[config.mk]
export PLATFORM = sky130hd
export DESIGN_NAME = uart_8051_serial_port_core
export DESIGN_NICKNAME = d
export VERILOG_FILES = /design/src/rtl/u8sp_pkg.sv /design/src/rtl/uart_8051_serial_port_core.sv
export SDC_FILE = /design/constraint.sdc
export NUM_CORES = 1
export LEC_CHECK = 0
export ABC_AREA = 1
export BUFFER_PORTS_ARGS = -buffer_cell sky130_fd_sc_hd__buf_2
export CORE_MARGIN = 4
export CORE_UTILIZATION = 39
export CTS_BUF_LIST = sky130_fd_sc_hd__clkbuf_4
export DETAILED_ROUTE_END_ITERATION = 6
export GPL_TIMING_DRIVEN = 0
export PLACE_DENSITY = 0.61
export SKIP_LAST_GASP = 1
export SLEW_MARGIN = 0
export SYNTH_ARGS = -nofsm -noshare
export SYNTH_HDL_FRONTEND = slang
export SYNTH_SLANG_ARGS = --single-unit
[constraint.sdc]
create_clock -name clk -period 9 [get_ports clk]
set_input_delay 1.8 -clock clk [delete_from_list [all_inputs] [get_ports clk]]
set_output_delay 1.8 -clock clk [all_outputs]
set_load 0.03 [all_outputs]
[src/rtl/u8sp_pkg.sv]
// ============================================================================
// u8sp_pkg
// Shared types, codes and helpers for the 8051-style serial port core.
// ============================================================================
package u8sp_pkg;

    // Default width of the machine cycle arithmetic
    localparam int CYCLE_WIDTH_DEF = 32;

    // Port widths
    localparam int CYCLE_FIELD_W = 32;
    localparam int IN_TDATA_W    = 48;
    localparam int IN_TUSER_W    = 2;
    localparam int OUT_TDATA_W   = 16;
    localparam int CFG_INDEX_W   = 2;
    localparam int CFG_DATA_W    = 8;

    // Frame lengths in bits
    localparam logic [3:0] FRAME10_LEN = 4'd10;
    localparam logic [3:0] FRAME11_LEN = 4'd11;

    // Receive sampling offset in mode 2, in machine cycles
    localparam int RX_SAMPLE_OFFSET = 24;

    // Register reset values
    localparam logic [7:0] OVF_DIV_RESET = 8'd32;
    localparam logic [7:0] CYC_DIV_RESET = 8'd64;

    typedef enum logic [1:0] {
        MODE_OFF     = 2'd0,
        MODE_TIMED10 = 2'd1,
        MODE_FIXED11 = 2'd2,
        MODE_TIMED11 = 2'd3
    } mode_t;

    typedef enum logic [1:0] {
        OP_TICK       = 2'd0,
        OP_TX_WRITE   = 2'd1,
        OP_CTRL_WRITE = 2'd2
    } op_t;

    typedef enum logic [1:0] {
        CFG_MODE    = 2'd0,
        CFG_SM2     = 2'd1,
        CFG_OVF_DIV = 2'd2,
        CFG_CYC_DIV = 2'd3
    } cfg_idx_t;

    typedef struct packed {
        logic       fire;
        logic [7:0] count;
    } ovf_res_t;

    // Saturating overflow count against a divider; fire and restart at the divider
    function automatic ovf_res_t ovf_tick(input logic [7:0] cnt, input logic [7:0] div);
        logic [7:0] c;
        ovf_res_t   r;
        c       = (cnt != 8'hFF) ? cnt + 8'd1 : cnt;
        r.fire  = (c >= div);
        r.count = r.fire ? 8'd0 : c;
        return r;
    endfunction

endpackage

[src/rtl/uart_8051_serial_port_core.sv]
// ============================================================================
// uart_8051_serial_port_core
// 8051-style serial port, modes 1 to 3: builds and shifts transmit frames,
// samples receive frames and keeps the SCON status flags.
// ============================================================================
//
//  channel   dir  handshake            payload
//  --------  ---  -------------------  ------------------------------------
//  s_*       in   s_tvalid / s_tready  s_tuser: operation; s_tdata: fields
//  m_*       out  m_tvalid / m_tready  m_tdata: pin level, flags, data
//  cfg_*     in   cfg_valid/cfg_ready  cfg_index, cfg_data (always ready)
//
//  One item per cycle sustained while results are taken; an item passes
//  through the input register, then the state update into the result
//  register. The whole step is one pass of short logic, the mode 2 bit
//  time being a small multiply and one add-and-compare over CYCLE_WIDTH
//  bits.
//  Reset clears all port state: lines idle high, dividers 32 and 64.
//  A stalled result holds its register; the input register still takes an
//  item while the result waits, and only then does s_tready drop.
//
module uart_8051_serial_port_core #(
    parameter int CYCLE_WIDTH = u8sp_pkg::CYCLE_WIDTH_DEF
) (
    input  logic                               clk,
    input  logic                               rst_n,
    // s_tdata: [31:0] cycle_count, [32] timer_overflow, [33] rxd_level,
    //          [41:34] tx_byte, [42] receive_enable_value, [43] ninth_bit_value,
    //          [44] rx_flag_value, [45] tx_flag_value, [47:46] zero
    input  logic                               s_tvalid,
    output logic                               s_tready,
    input  logic [u8sp_pkg::IN_TDATA_W-1:0]    s_tdata,
    // s_tuser: [1:0] operation
    input  logic [u8sp_pkg::IN_TUSER_W-1:0]    s_tuser,
    // m_tdata: [0] txd_level, [1] rx_flag, [2] tx_flag, [3] rx_ninth_bit,
    //          [11:4] rx_byte, [12] tx_busy, [13] rx_busy, [15:14] zero
    output logic                               m_tvalid,
    input  logic                               m_tready,
    output logic [u8sp_pkg::OUT_TDATA_W-1:0]   m_tdata,
    input  logic                               cfg_valid,
    output logic                               cfg_ready,
    input  logic [u8sp_pkg::CFG_INDEX_W-1:0]   cfg_index,
    input  logic [u8sp_pkg::CFG_DATA_W-1:0]    cfg_data
);

    // ------------------------------------------------------------------
    // Configuration
    // ------------------------------------------------------------------
    u8sp_pkg::mode_t mode_reg;
    logic            sm2_reg;
    logic [7:0]      ovf_div_reg;
    logic [7:0]      cyc_div_reg;

    assign cfg_ready = 1'b1;

    always_ff @(posedge clk or negedge rst_n)
    begin
        if (!rst_n)
        begin
            mode_reg    <= u8sp_pkg::MODE_OFF;
            sm2_reg     <= 1'b0;
            ovf_div_reg <= u8sp_pkg::OVF_DIV_RESET;
            cyc_div_reg <= u8sp_pkg::CYC_DIV_RESET;
        end
        else if (cfg_valid && cfg_ready)
        begin
            unique case (u8sp_pkg::cfg_idx_t'(cfg_index))
                u8sp_pkg::CFG_MODE:    mode_reg    <= u8sp_pkg::mode_t'(cfg_data[1:0]);
                u8sp_pkg::CFG_SM2:     sm2_reg     <= cfg_data[0];
                u8sp_pkg::CFG_OVF_DIV: ovf_div_reg <= cfg_data;
                u8sp_pkg::CFG_CYC_DIV: cyc_div_reg <= cfg_data;
            endcase
        end
    end

    // ------------------------------------------------------------------
    // Input register
    // ------------------------------------------------------------------
    logic        in_valid_reg;
    logic [1:0]  in_op_reg;
    logic [31:0] in_cycle_reg;
    logic        in_ovf_reg;
    logic        in_rxd_reg;
    logic [7:0]  in_byte_reg;
    logic        in_ren_reg;
    logic        in_tb8_reg;
    logic        in_ri_reg;
    logic        in_ti_reg;

    logic        out_valid_reg;
    logic [u8sp_pkg::OUT_TDATA_W-1:0] out_data_reg;

    logic advance;
    logic in_take;

    assign advance  = in_valid_reg && (!out_valid_reg || m_tready);
    assign s_tready = !in_valid_reg || advance;
    assign in_take  = s_tvalid && s_tready;

    always_ff @(posedge clk or negedge rst_n)
    begin
        if (!rst_n)
        begin
            in_valid_reg <= 1'b0;
        end
        else if (in_take)
        begin
            in_valid_reg <= 1'b1;
        end
        else if (advance)
        begin
            in_valid_reg <= 1'b0;
        end
    end

    always_ff @(posedge clk)
    begin
        if (in_take)
        begin
            in_op_reg    <= s_tuser[1:0];
            in_cycle_reg <= s_tdata[31:0];
            in_ovf_reg   <= s_tdata[32];
            in_rxd_reg   <= s_tdata[33];
            in_byte_reg  <= s_tdata[41:34];
            in_ren_reg   <= s_tdata[42];
            in_tb8_reg   <= s_tdata[43];
            in_ri_reg    <= s_tdata[44];
            in_ti_reg    <= s_tdata[45];
        end
    end

    // ------------------------------------------------------------------
    // Port state
    // ------------------------------------------------------------------
    logic [10:0]            tx_frame_reg,  tx_frame_next;
    logic [3:0]             tx_idx_reg,    tx_idx_next;
    logic [7:0]             tx_cnt_reg,    tx_cnt_next;
    logic [CYCLE_WIDTH-1:0] tx_start_reg,  tx_start_next;
    logic                   tx_active_reg, tx_active_next;
    logic [10:0]            rx_shift_reg,  rx_shift_next;
    logic [3:0]             rx_idx_reg,    rx_idx_next;
    logic [7:0]             rx_cnt_reg,    rx_cnt_next;
    logic [CYCLE_WIDTH-1:0] rx_start_reg,  rx_start_next;
    logic                   rx_active_reg, rx_active_next;
    logic                   last_rxd_reg,  last_rxd_next;
    logic                   last_ren_reg,  last_ren_next;
    logic                   ren_reg,       ren_next;
    logic                   tb8_reg,       tb8_next;
    logic                   rb8_reg,       rb8_next;
    logic                   ri_reg,        ri_next;
    logic                   ti_reg,        ti_next;
    logic [7:0]             rx_buf_reg,    rx_buf_next;
    logic                   txd_reg,       txd_next;

    // Step temporaries
    logic [CYCLE_WIDTH-1:0] now_w;
    logic [11:0]            tx_prod, rx_prod;
    logic [CYCLE_WIDTH-1:0] tx_due, rx_due;
    u8sp_pkg::ovf_res_t     tx_ovf, rx_ovf;
    logic                   tx_step, tx_end, rx_step, rx_end;
    logic [15:0]            tx_frame_ext, rx_shift_ext;

    assign now_w        = CYCLE_WIDTH'(in_cycle_reg);
    assign tx_frame_ext = {5'd0, tx_frame_reg};

    always_comb
    begin
        tx_frame_next  = tx_frame_reg;
        tx_idx_next    = tx_idx_reg;
        tx_cnt_next    = tx_cnt_reg;
        tx_start_next  = tx_start_reg;
        tx_active_next = tx_active_reg;
        rx_shift_next  = rx_shift_reg;
        rx_idx_next    = rx_idx_reg;
        rx_cnt_next    = rx_cnt_reg;
        rx_start_next  = rx_start_reg;
        rx_active_next = rx_active_reg;
        last_rxd_next  = last_rxd_reg;
        last_ren_next  = last_ren_reg;
        ren_next       = ren_reg;
        tb8_next       = tb8_reg;
        rb8_next       = rb8_reg;
        ri_next        = ri_reg;
        ti_next        = ti_reg;
        rx_buf_next    = rx_buf_reg;
        txd_next       = txd_reg;

        tx_prod      = {4'd0, cyc_div_reg} * {8'd0, tx_idx_reg};
        tx_due       = tx_start_reg + {{(CYCLE_WIDTH-12){1'b0}}, tx_prod};
        tx_ovf       = u8sp_pkg::ovf_tick(tx_cnt_reg, ovf_div_reg);
        tx_step      = 1'b0;
        tx_end       = 1'b0;
        rx_prod      = 12'd0;
        rx_due       = '0;
        rx_ovf       = '0;
        rx_step      = 1'b0;
        rx_end       = 1'b0;
        rx_shift_ext = 16'd0;

        unique case (in_op_reg)
            u8sp_pkg::OP_TICK:
            begin
                // Rising REN re-arms the receiver
                if (ren_reg && !last_ren_reg)
                begin
                    rx_idx_next    = 4'd0;
                    rx_shift_next  = 11'd0;
                    rx_active_next = 1'b0;
                    last_rxd_next  = in_rxd_reg;
                end
                last_ren_next = ren_reg;

                // Transmitter
                if (tx_active_reg)
                begin
                    unique case (mode_reg)
                        u8sp_pkg::MODE_TIMED10:
                        begin
                            if (in_ovf_reg)
                            begin
                                tx_cnt_next = tx_ovf.count;
                            end
                            tx_step = in_ovf_reg && tx_ovf.fire;
                            tx_end  = (tx_idx_reg >= u8sp_pkg::FRAME10_LEN);
                        end
                        u8sp_pkg::MODE_FIXED11:
                        begin
                            tx_step = (now_w >= tx_due);
                            tx_end  = (tx_idx_reg == u8sp_pkg::FRAME11_LEN);
                        end
                        u8sp_pkg::MODE_TIMED11:
                        begin
                            if (in_ovf_reg)
                            begin
                                tx_cnt_next = tx_ovf.count;
                            end
                            tx_step = in_ovf_reg && tx_ovf.fire;
                            tx_end  = (tx_idx_reg == u8sp_pkg::FRAME11_LEN);
                        end
                        u8sp_pkg::MODE_OFF:
                        begin
                            tx_step = 1'b0;
                        end
                    endcase
                    if (tx_step)
                    begin
                        if (tx_end)
                        begin
                            tx_active_next = 1'b0;
                            tx_idx_next    = 4'd0;
                            ti_next        = 1'b1;
                            txd_next       = 1'b1;
                        end
                        else
                        begin
                            txd_next    = tx_frame_ext[tx_idx_reg];
                            tx_idx_next = tx_idx_reg + 4'd1;
                        end
                    end
                end

                // Receiver
                if (ren_reg)
                begin
                    if (mode_reg != u8sp_pkg::MODE_OFF)
                    begin
                        // Start bit: falling edge on an idle receiver
                        if (!rx_active_next && !in_rxd_reg && last_rxd_next)
                        begin
                            rx_start_next  = now_w;
                            rx_cnt_next    = ovf_div_reg >> 1;
                            rx_idx_next    = 4'd0;
                            rx_active_next = 1'b1;
                            rx_shift_next  = 11'd0;
                        end
                        last_rxd_next = in_rxd_reg;
                    end

                    if (rx_active_next)
                    begin
                        rx_ovf  = u8sp_pkg::ovf_tick(rx_cnt_next, ovf_div_reg);
                        rx_prod = {4'd0, cyc_div_reg} * {8'd0, rx_idx_next};
                        rx_due  = rx_start_next + CYCLE_WIDTH'(u8sp_pkg::RX_SAMPLE_OFFSET)
                                  + {{(CYCLE_WIDTH-12){1'b0}}, rx_prod};
                        unique case (mode_reg)
                            u8sp_pkg::MODE_TIMED10:
                            begin
                                if (in_ovf_reg)
                                begin
                                    rx_cnt_next = rx_ovf.count;
                                end
                                rx_step = in_ovf_reg && rx_ovf.fire;
                                rx_end  = (rx_idx_next >= u8sp_pkg::FRAME10_LEN);
                            end
                            u8sp_pkg::MODE_FIXED11:
                            begin
                                rx_step = (now_w >= rx_due);
                                rx_end  = (rx_idx_next == u8sp_pkg::FRAME11_LEN);
                            end
                            u8sp_pkg::MODE_TIMED11:
                            begin
                                if (in_ovf_reg)
                                begin
                                    rx_cnt_next = rx_ovf.count;
                                end
                                rx_step = in_ovf_reg && rx_ovf.fire;
                                rx_end  = (rx_idx_next == u8sp_pkg::FRAME11_LEN);
                            end
                            u8sp_pkg::MODE_OFF:
                            begin
                                rx_step = 1'b0;
                            end
                        endcase
                        if (rx_step)
                        begin
                            if (rx_end)
                            begin
                                rx_active_next = 1'b0;
                                rx_idx_next    = 4'd0;
                                // Frame bit 9 is RB8; drop it if RI is still pending
                                if (!ri_reg)
                                begin
                                    rb8_next = rx_shift_next[9];
                                    if (!sm2_reg || rx_shift_next[9])
                                    begin
                                        ri_next     = 1'b1;
                                        rx_buf_next = rx_shift_next[8:1];
                                    end
                                end
                            end
                            else
                            begin
                                rx_shift_ext = {5'd0, rx_shift_next};
                                if (in_rxd_reg)
                                begin
                                    rx_shift_ext[rx_idx_next] = 1'b1;
                                end
                                rx_shift_next = rx_shift_ext[10:0];
                                rx_idx_next   = rx_idx_next + 4'd1;
                            end
                        end
                    end
                end
            end

            u8sp_pkg::OP_TX_WRITE:
            begin
                unique case (mode_reg)
                    u8sp_pkg::MODE_TIMED10:
                        tx_frame_next = {1'b0, 1'b1, in_byte_reg, 1'b0};
                    u8sp_pkg::MODE_FIXED11,
                    u8sp_pkg::MODE_TIMED11:
                        tx_frame_next = {1'b1, tb8_reg, in_byte_reg, 1'b0};
                    u8sp_pkg::MODE_OFF:
                        tx_frame_next = {3'd0, in_byte_reg};
                endcase
                tx_active_next = 1'b1;
                tx_start_next  = now_w;
                tx_cnt_next    = 8'd0;
                tx_idx_next    = 4'd0;
            end

            u8sp_pkg::OP_CTRL_WRITE:
            begin
                ren_next = in_ren_reg;
                tb8_next = in_tb8_reg;
                ri_next  = in_ri_reg;
                ti_next  = in_ti_reg;
            end

            default:
            begin
                // Unused operation: state holds
                ren_next = ren_reg;
            end
        endcase
    end

    always_ff @(posedge clk or negedge rst_n)
    begin
        if (!rst_n)
        begin
            tx_frame_reg  <= 11'd0;
            tx_idx_reg    <= 4'd0;
            tx_cnt_reg    <= 8'd0;
            tx_start_reg  <= '0;
            tx_active_reg <= 1'b0;
            rx_shift_reg  <= 11'd0;
            rx_idx_reg    <= 4'd0;
            rx_cnt_reg    <= 8'd0;
            rx_start_reg  <= '0;
            rx_active_reg <= 1'b0;
            last_rxd_reg  <= 1'b1;
            last_ren_reg  <= 1'b0;
            ren_reg       <= 1'b0;
            tb8_reg       <= 1'b0;
            rb8_reg       <= 1'b0;
            ri_reg        <= 1'b0;
            ti_reg        <= 1'b0;
            rx_buf_reg    <= 8'd0;
            txd_reg       <= 1'b1;
        end
        else if (advance)
        begin
            tx_frame_reg  <= tx_frame_next;
            tx_idx_reg    <= tx_idx_next;
            tx_cnt_reg    <= tx_cnt_next;
            tx_start_reg  <= tx_start_next;
            tx_active_reg <= tx_active_next;
            rx_shift_reg  <= rx_shift_next;
            rx_idx_reg    <= rx_idx_next;
            rx_cnt_reg    <= rx_cnt_next;
            rx_start_reg  <= rx_start_next;
            rx_active_reg <= rx_active_next;
            last_rxd_reg  <= last_rxd_next;
            last_ren_reg  <= last_ren_next;
            ren_reg       <= ren_next;
            tb8_reg       <= tb8_next;
            rb8_reg       <= rb8_next;
            ri_reg        <= ri_next;
            ti_reg        <= ti_next;
            rx_buf_reg    <= rx_buf_next;
            txd_reg       <= txd_next;
        end
    end

    // ------------------------------------------------------------------
    // Result register
    // ------------------------------------------------------------------
    always_ff @(posedge clk or negedge rst_n)
    begin
        if (!rst_n)
        begin
            out_valid_reg <= 1'b0;
        end
        else if (advance)
        begin
            out_valid_reg <= 1'b1;
        end
        else if (m_tready)
        begin
            out_valid_reg <= 1'b0;
        end
    end

    always_ff @(posedge clk)
    begin
        if (advance)
        begin
            out_data_reg <= {2'd0, rx_active_next, tx_active_next, rx_buf_next,
                             rb8_next, ti_next, ri_next, txd_next};
        end
    end

    assign m_tvalid = out_valid_reg;
    assign m_tdata  = out_data_reg;

`ifndef SYNTHESIS
    // An idle transmitter always restarts at bit zero
    a_tx_idle_idx: assert property (@(posedge clk) disable iff (!rst_n)
        !tx_active_reg |-> (tx_idx_reg == 4'd0))
        else $error("transmit bit index left non-zero while idle");

    // An idle receiver always restarts at bit zero
    a_rx_idle_idx: assert property (@(posedge clk) disable iff (!rst_n)
        !rx_active_reg |-> (rx_idx_reg == 4'd0))
        else $error("receive bit index left non-zero while idle");

    // Input side only stalls when both registers are full and the sink holds off
    a_stall_cause: assert property (@(posedge clk) disable iff (!rst_n)
        !s_tready |-> (in_valid_reg && out_valid_reg && !m_tready))
        else $error("input stalled without a full pipeline");

    // Every stepped item lands in the result register
    a_step_result: assert property (@(posedge clk) disable iff (!rst_n)
        advance |=> out_valid_reg)
        else $error("stepped item produced no result");
`endif

endmodule

Yosys cells after proc, flatten, opt, wreduce, memory -nomap -nowiden
Cells that the tools add are included.

storage, ports and cells
  register bits = 211

operators by class
  $lt $le $gt $ge = 9
  eq/ne operators = 16
  reduce and logical (&&, ||, !) cells = 36
  bitwise logic cells = 1
  multipliers = 2
  add/sub/neg operators = 7
  mux-type cells = 112

operator list
  cell                                                                           number
  8-bit two-way mux                                                              21
  32-bit two-way mux                                                             4
  11-bit two-way mux                                                             10
  32-bit by 12-bit adder with 32-bit output                                      2
  32-bit greater-or-equal comparator                                             2
  1-bit two-way mux                                                              53
  4-bit two-way mux                                                              12
  11-bit one-hot mux with 3 select lines                                         1
  32-bit by 5-bit adder with 32-bit output (second input constant)               1
  8-bit by 4-bit multiplier with 12-bit output                                   2
  8-bit by 1-bit adder with 8-bit output (second input constant)                 2
  8-bit greater-or-equal comparator                                              2
  8-bit != test (second input constant)                                          2
  8-bit one-hot mux with 2 select lines                                          1
  2-bit AND reduction                                                            7
  11-bit bitwise OR                                                              1
  2-bit == test (second input constant)                                          5
  4-bit by 5-bit less-than comparator with 1-bit output (second input constant)  2
  1-bit one-hot mux with 2 select lines                                          5
  4-bit by 1-bit adder with 4-bit output (second input constant)                 2
  4-bit == test (second input constant)                                          2
  4-bit greater-or-equal comparator (second input constant)                      2
  1-bit logical AND                                                              8
  4-bit one-hot mux with 2 select lines                                          1
  other kinds (15)                                                               33

Logic depth before layout (Yosys ltp)
  word-level depth = 23
  depth in mapped cells = 45

Least setup slack after synthesis
OpenSTA, ideal clock, no wires.

  kind = flip-flop to flip-flop
  from = register ren_reg
  to = register out_data_reg (netlist bit m_tdata[6]) (data pin)
  arrival = 5,875 ps
  setup slack = 2,870 ps
  cell stages (with the launch flop) = 41
  buffers on the path = 4
  data required time = 8,745 ps
  setup time = 255 ps
  path through = dfrtp_1 > nand2_2 > nand2_2 > nand2_2 > nand3_4 > buf_6 > buf_12 > buf_6 > clkbuf_1 > nand2_1 > nand2_1 > fa_1 > inv_1 > fa_1 > fa_1 > inv_1 > ha_1 > inv_1 > [... 5 more ...] > nand2_2 > nor2_2 > nand3_1 > nor2_2 > nand2_1 > nand2_1 > nand2_1 > ha_1 > nand2_1 > nor2_1 > nand2_1 > nor2_1 > nand2_1 > nand3_1 > nand3_1 > nor2_4 > nand3_1 > and2_1

on the way
  longest elaborated chain between the ends = 22
  elaborated cells on any way between the ends = 57
  those cells by class = add/sub (3); mul (1); order compare (3); eq/ne (2); mux (42); reduce/logical (6)

RTL lines
  what                                                                                RTL line                           source
  start: declaration                                                                  uart_8051_serial_port_core.sv:147  logic ren_reg, ren_next;
  start signal: assignment                                                            uart_8051_serial_port_core.sv:417  ren_reg <= ren_next;
  branches (longest 20 deep; another with 32-bit by 12-bit adder with 32-bit output)  n/a
  8-bit two-way mux *                                                                 uart_8051_serial_port_core.sv:263  if (ren_reg)
  8-bit two-way mux *                                                                 uart_8051_serial_port_core.sv:200  unique case (in_op_reg)
  named net rx_buf_next[2]                                                            uart_8051_serial_port_core.sv:152  logic [7:0] rx_buf_reg, rx_buf_next;
  end signal: assignment                                                              uart_8051_serial_port_core.sv:450  out_data_reg <= {2'd0, rx_active_next, tx_active_next, rx_buf_next,
  end: declaration                                                                    uart_8051_serial_port_core.sv:91   logic [u8sp_pkg::OUT_TDATA_W-1:0] out_data_reg;

Mark *: on every way through the listed nets, which the timed path passes. The select of a mux whose other input is x is not followed.
A chain may end at the register's enable or synchronous reset.

Worst setup path in the final report
  from = register mode_reg[0]
  to = register out_data_reg (netlist bit m_tdata[11]) (data pin)

on the way
  longest elaborated chain between the ends = 16
  elaborated cells on any way between the ends = 49
  those cells by class = add/sub (3); mul (1); order compare (3); eq/ne (5); mux (31); reduce/logical (6)

RTL lines
  what                                                                                RTL line                           source
  start: declaration                                                                  uart_8051_serial_port_core.sv:49   u8sp_pkg::mode_t mode_reg;
  start signal: assignment                                                            uart_8051_serial_port_core.sv:60   mode_reg <= u8sp_pkg::MODE_OFF;
  start signal: assignment                                                            uart_8051_serial_port_core.sv:68   u8sp_pkg::CFG_MODE: mode_reg <= u8sp_pkg::mode_t'(cfg_data[1:0]);
  branches (longest 13 deep; another with 32-bit by 12-bit adder with 32-bit output)  n/a
  8-bit two-way mux *                                                                 uart_8051_serial_port_core.sv:279  if (rx_active_next)
  8-bit two-way mux *                                                                 uart_8051_serial_port_core.sv:263
  8-bit two-way mux *                                                                 uart_8051_serial_port_core.sv:200
  named net rx_buf_next[7]                                                            uart_8051_serial_port_core.sv:152

Marks and branches as above.

==> out/metrics.csv <==
stage,metric,value,unit
worst_setup_path,cp-start-kind,flop,
worst_setup_path,worst-endpoint-arrival,8.29,ns
clocking,h-tree-depth,3,
die,initial_core_util,39.8,%
finish,instances_no_fill,2627,
finish,areaGrowthSynthToFinish,13.3,%
route,num_vias,13100,
placed_design,placed_cell_area,0.0162,sq mm
sta,fin_crit,7.82,ns
sta,fmax,128,MHz
global_routing,met1_usage,27.9,%
global_routing,overflow,0,
sta,maxSlewViolCount,0,
power,vdd_ir_drop_max,0.129,mV
worst_setup_path,cp.required,9.47,ns
worst_setup_path,setup.worst_path.end_class,flop,
clocking,post_cts_buffers,0,
power,p_leak,0.00865,uW
sta,max_slew.worst_pin.slew,1.18,ns
yosys,syn-cell-area,0.0151,sq mm
sta,finalCritPeriodShare,86.9,%
worst_setup_path,crit_family,simple AND/OR/NAND/NOR gates,
route,wl,41600,microns
clocking,postCtsHoldBufs,0,
placed_design,dp_hpwl,32000,microns
finish,finalNetCount,2305,
sta,hold_viol,0,
yosys,synth_warnings,0,
finish,drive_gt1_share,12.1,%
worst_setup_path,slowest_stage,fa_1,
die,core_area,0.0379,sq mm
yosys,synth_edf_count,62,
worst_setup_path,critPathBufInv,7,
clocking,cts.sinks,209,
clocking,cts_tree,done,
run_status,status,"finished, final reports clean",
sta,fin_hold_ws,0.475,ns
finish,fill_cells,3866,
global_routing,antenna_found_initial,1,
yosys,ys_ff_latch,209,
route,drt_pass1_iterations,5,
worst_setup_path,cpMostUsedCell,nand2_1,
sta,rsz0062_at_grt,no,
die,die_area,0.0420,sq mm
clocking,clk_path_buf_depth,3,
yosys,synth_cells,1911,
finish,final_cell_mix,"nand2_1, inv_1, nor2_1",
yosys,synth_area_per_cell,7.91,sq um
route,antenna_left,0,
global_routing,grt_max_degree,102,
global_routing,grt_busiest_layer,met2,
clocking,clock-root-buffer,clkbuf_4,
global_routing,first_global_vias,12700,
worst_setup_path,critPathKind,flop to flop,
sta,setup_tns,0,ns
die,io_pins,84,
sta,skew,0.0607,ns
run,drv_cap,0,
clocking,cts_made_buffers,66,
route,drt_first_iter_violations,762,
global_routing,grtUsageMet3,4.84,%
hold_path,hp-class,flop to flop,
worst_setup_path,max_stage_delay,0.53,ns
die,die_w,205,microns
clocking,clk_pin_slew_worst_paths,0.06,ns
die,rows,71,
placed_design,port-buffer-count,78,
power,p_total,5240,uW
yosys,synth-seq-area-share,36.7,%
placed_design,place_inst,2503,
global_routing,track_usage,20.2,%
global_routing,grt_pass1_wl,67200,microns
route,drc,0,
sta,finalSetupViolCount,0,
finish,final_area,0.0171,sq mm
yosys,ys.flop_type,dfrtp_1,
clocking,insertion_delay,0.76,ns
route,viasPerCell,4.97,
worst_setup_path,crit_fanout,10,
yosys,yosys.cell_types.count,56,
power,powerDensity,306,mW/mm^2
finish,mostFrequentLayoutCell,nand2_1,
clocking,ctsResizeCount,0,
sta,relSlewSlack,21.5,%
die,dieHeight,205,microns
yosys,async_flop_share,70.3,%
route,avgRoutedWirePerCell,15.9,microns
global_routing,use_met2,31.1,%
placed_design,gp_routability_congestion,0.893,
[final cells by class]
type,count,area [sq um],area share [%]
antenna,3,7.51,0.0438
buffer,43,230,1.34
clock buffer,98,736,4.29
clock inverter,23,183,1.07
inverter,297,1110,6.51
multi-input combinational,1363,8230,48.0
sequential,209,5550,32.4
tap,511,639,3.73
timing repair buffer,80,448,2.61
[cells in the mapped netlist, drive strengths merged (2+ instances only)]
cell / number / area share, %
a21boi: 3 / 0.15
a21o: 4 / 0.20
a21oi: 77 / 2.5
a31oi: 20 / 0.83
and2: 3 / 0.12
buf: 12 / 0.75
clkbuf: 31 / 0.78
clkinv: 2 / 0.050
conb: 2 / 0.050
dfrtp: 143 / 24
dfstp: 4 / 0.70
edfxtp: 62 / 12
fa: 43 / 5.7
ha: 137 / 11
inv: 295 / 7.3
mux2i: 3 / 0.20
nand2: 518 / 13
nand3: 93 / 3.2
nand3b: 2 / 0.099
nand4: 17 / 0.70
nor2: 170 / 4.6
nor3: 19 / 0.80
nor4: 5 / 0.21
o211ai: 4 / 0.20
o21a: 5 / 0.26
o21ai: 151 / 5.2
o21bai: 2 / 0.099
o22ai: 8 / 0.33
o31ai: 3 / 0.15
o32ai: 2 / 0.12
or2: 2 / 0.083
xnor2: 18 / 1.0
xor2: 45 / 2.6
[power breakdown]
| group | internal [uW] | leakage [uW] | switching, uW |
|---|---|---|---|
| Clock | 588 | 0.000535 | 463 |
| Sequential | 1240 | 0.00244 | 205 |
| Combinational | 1020 | 0.00567 | 1730 |
[worst register-to-register path: cells and delay by family, from the launching register on]
kind                       cells  cell delay [ns]
AOI/OAI and AO/OA              1             0.17
adders and majority gates      5             1.90
buffers and inverters          7             1.23
and+or+nand+nor               27             3.76
DFF                            1             0.47
[logic make-up (layout without fill, tap and decap cells)]
kind of cell	after synthesis	count (layout)	share of synthesized area, %
flops	209	209	36.7
mux	4	4	0.273
other cells	2	6	0.0497
compound gates	282	282	10.3
fa+ha+maj	180	180	17.0
simple gates	831	831	23.1
xor+xnor	63	63	3.65
buf+inv	340	541	8.90
[final timing paths]
path,start,to,slack [ns],cells after the start
min in group asynchronous,rst_n,ren_reg,0.95,1
min reg2reg,rx_cnt_reg[4],rx_cnt_reg[4],0.48,2
min,rx_cnt_reg[4],rx_cnt_reg[4],0.48,2
max,mode_reg[0],m_tdata[11],1.18,40
max in group asynchronous,rst_n,tx_start_reg[26],7.15,2
max reg2reg,mode_reg[0],m_tdata[11],1.18,40
[layer usage]
metal | vias to the layer above | wire length, microns
li1 | 6504 | -
met1 | 6131 | 19200
met2 | 355 | 18400
met3 | 75 | 2820
met4 | 0 | 1280
met5 | - | 0
[through the flow]
step                worst slack [ns]  util [%]
floorplan                       2.87         -
global placement                1.34      42.6
detailed placement              1.26      42.7
CTS                             1.26      45.1
global route                   0.581      45.1
finish                          1.18      45.2
No activity file was read; power rests on OpenSTA's default activity.
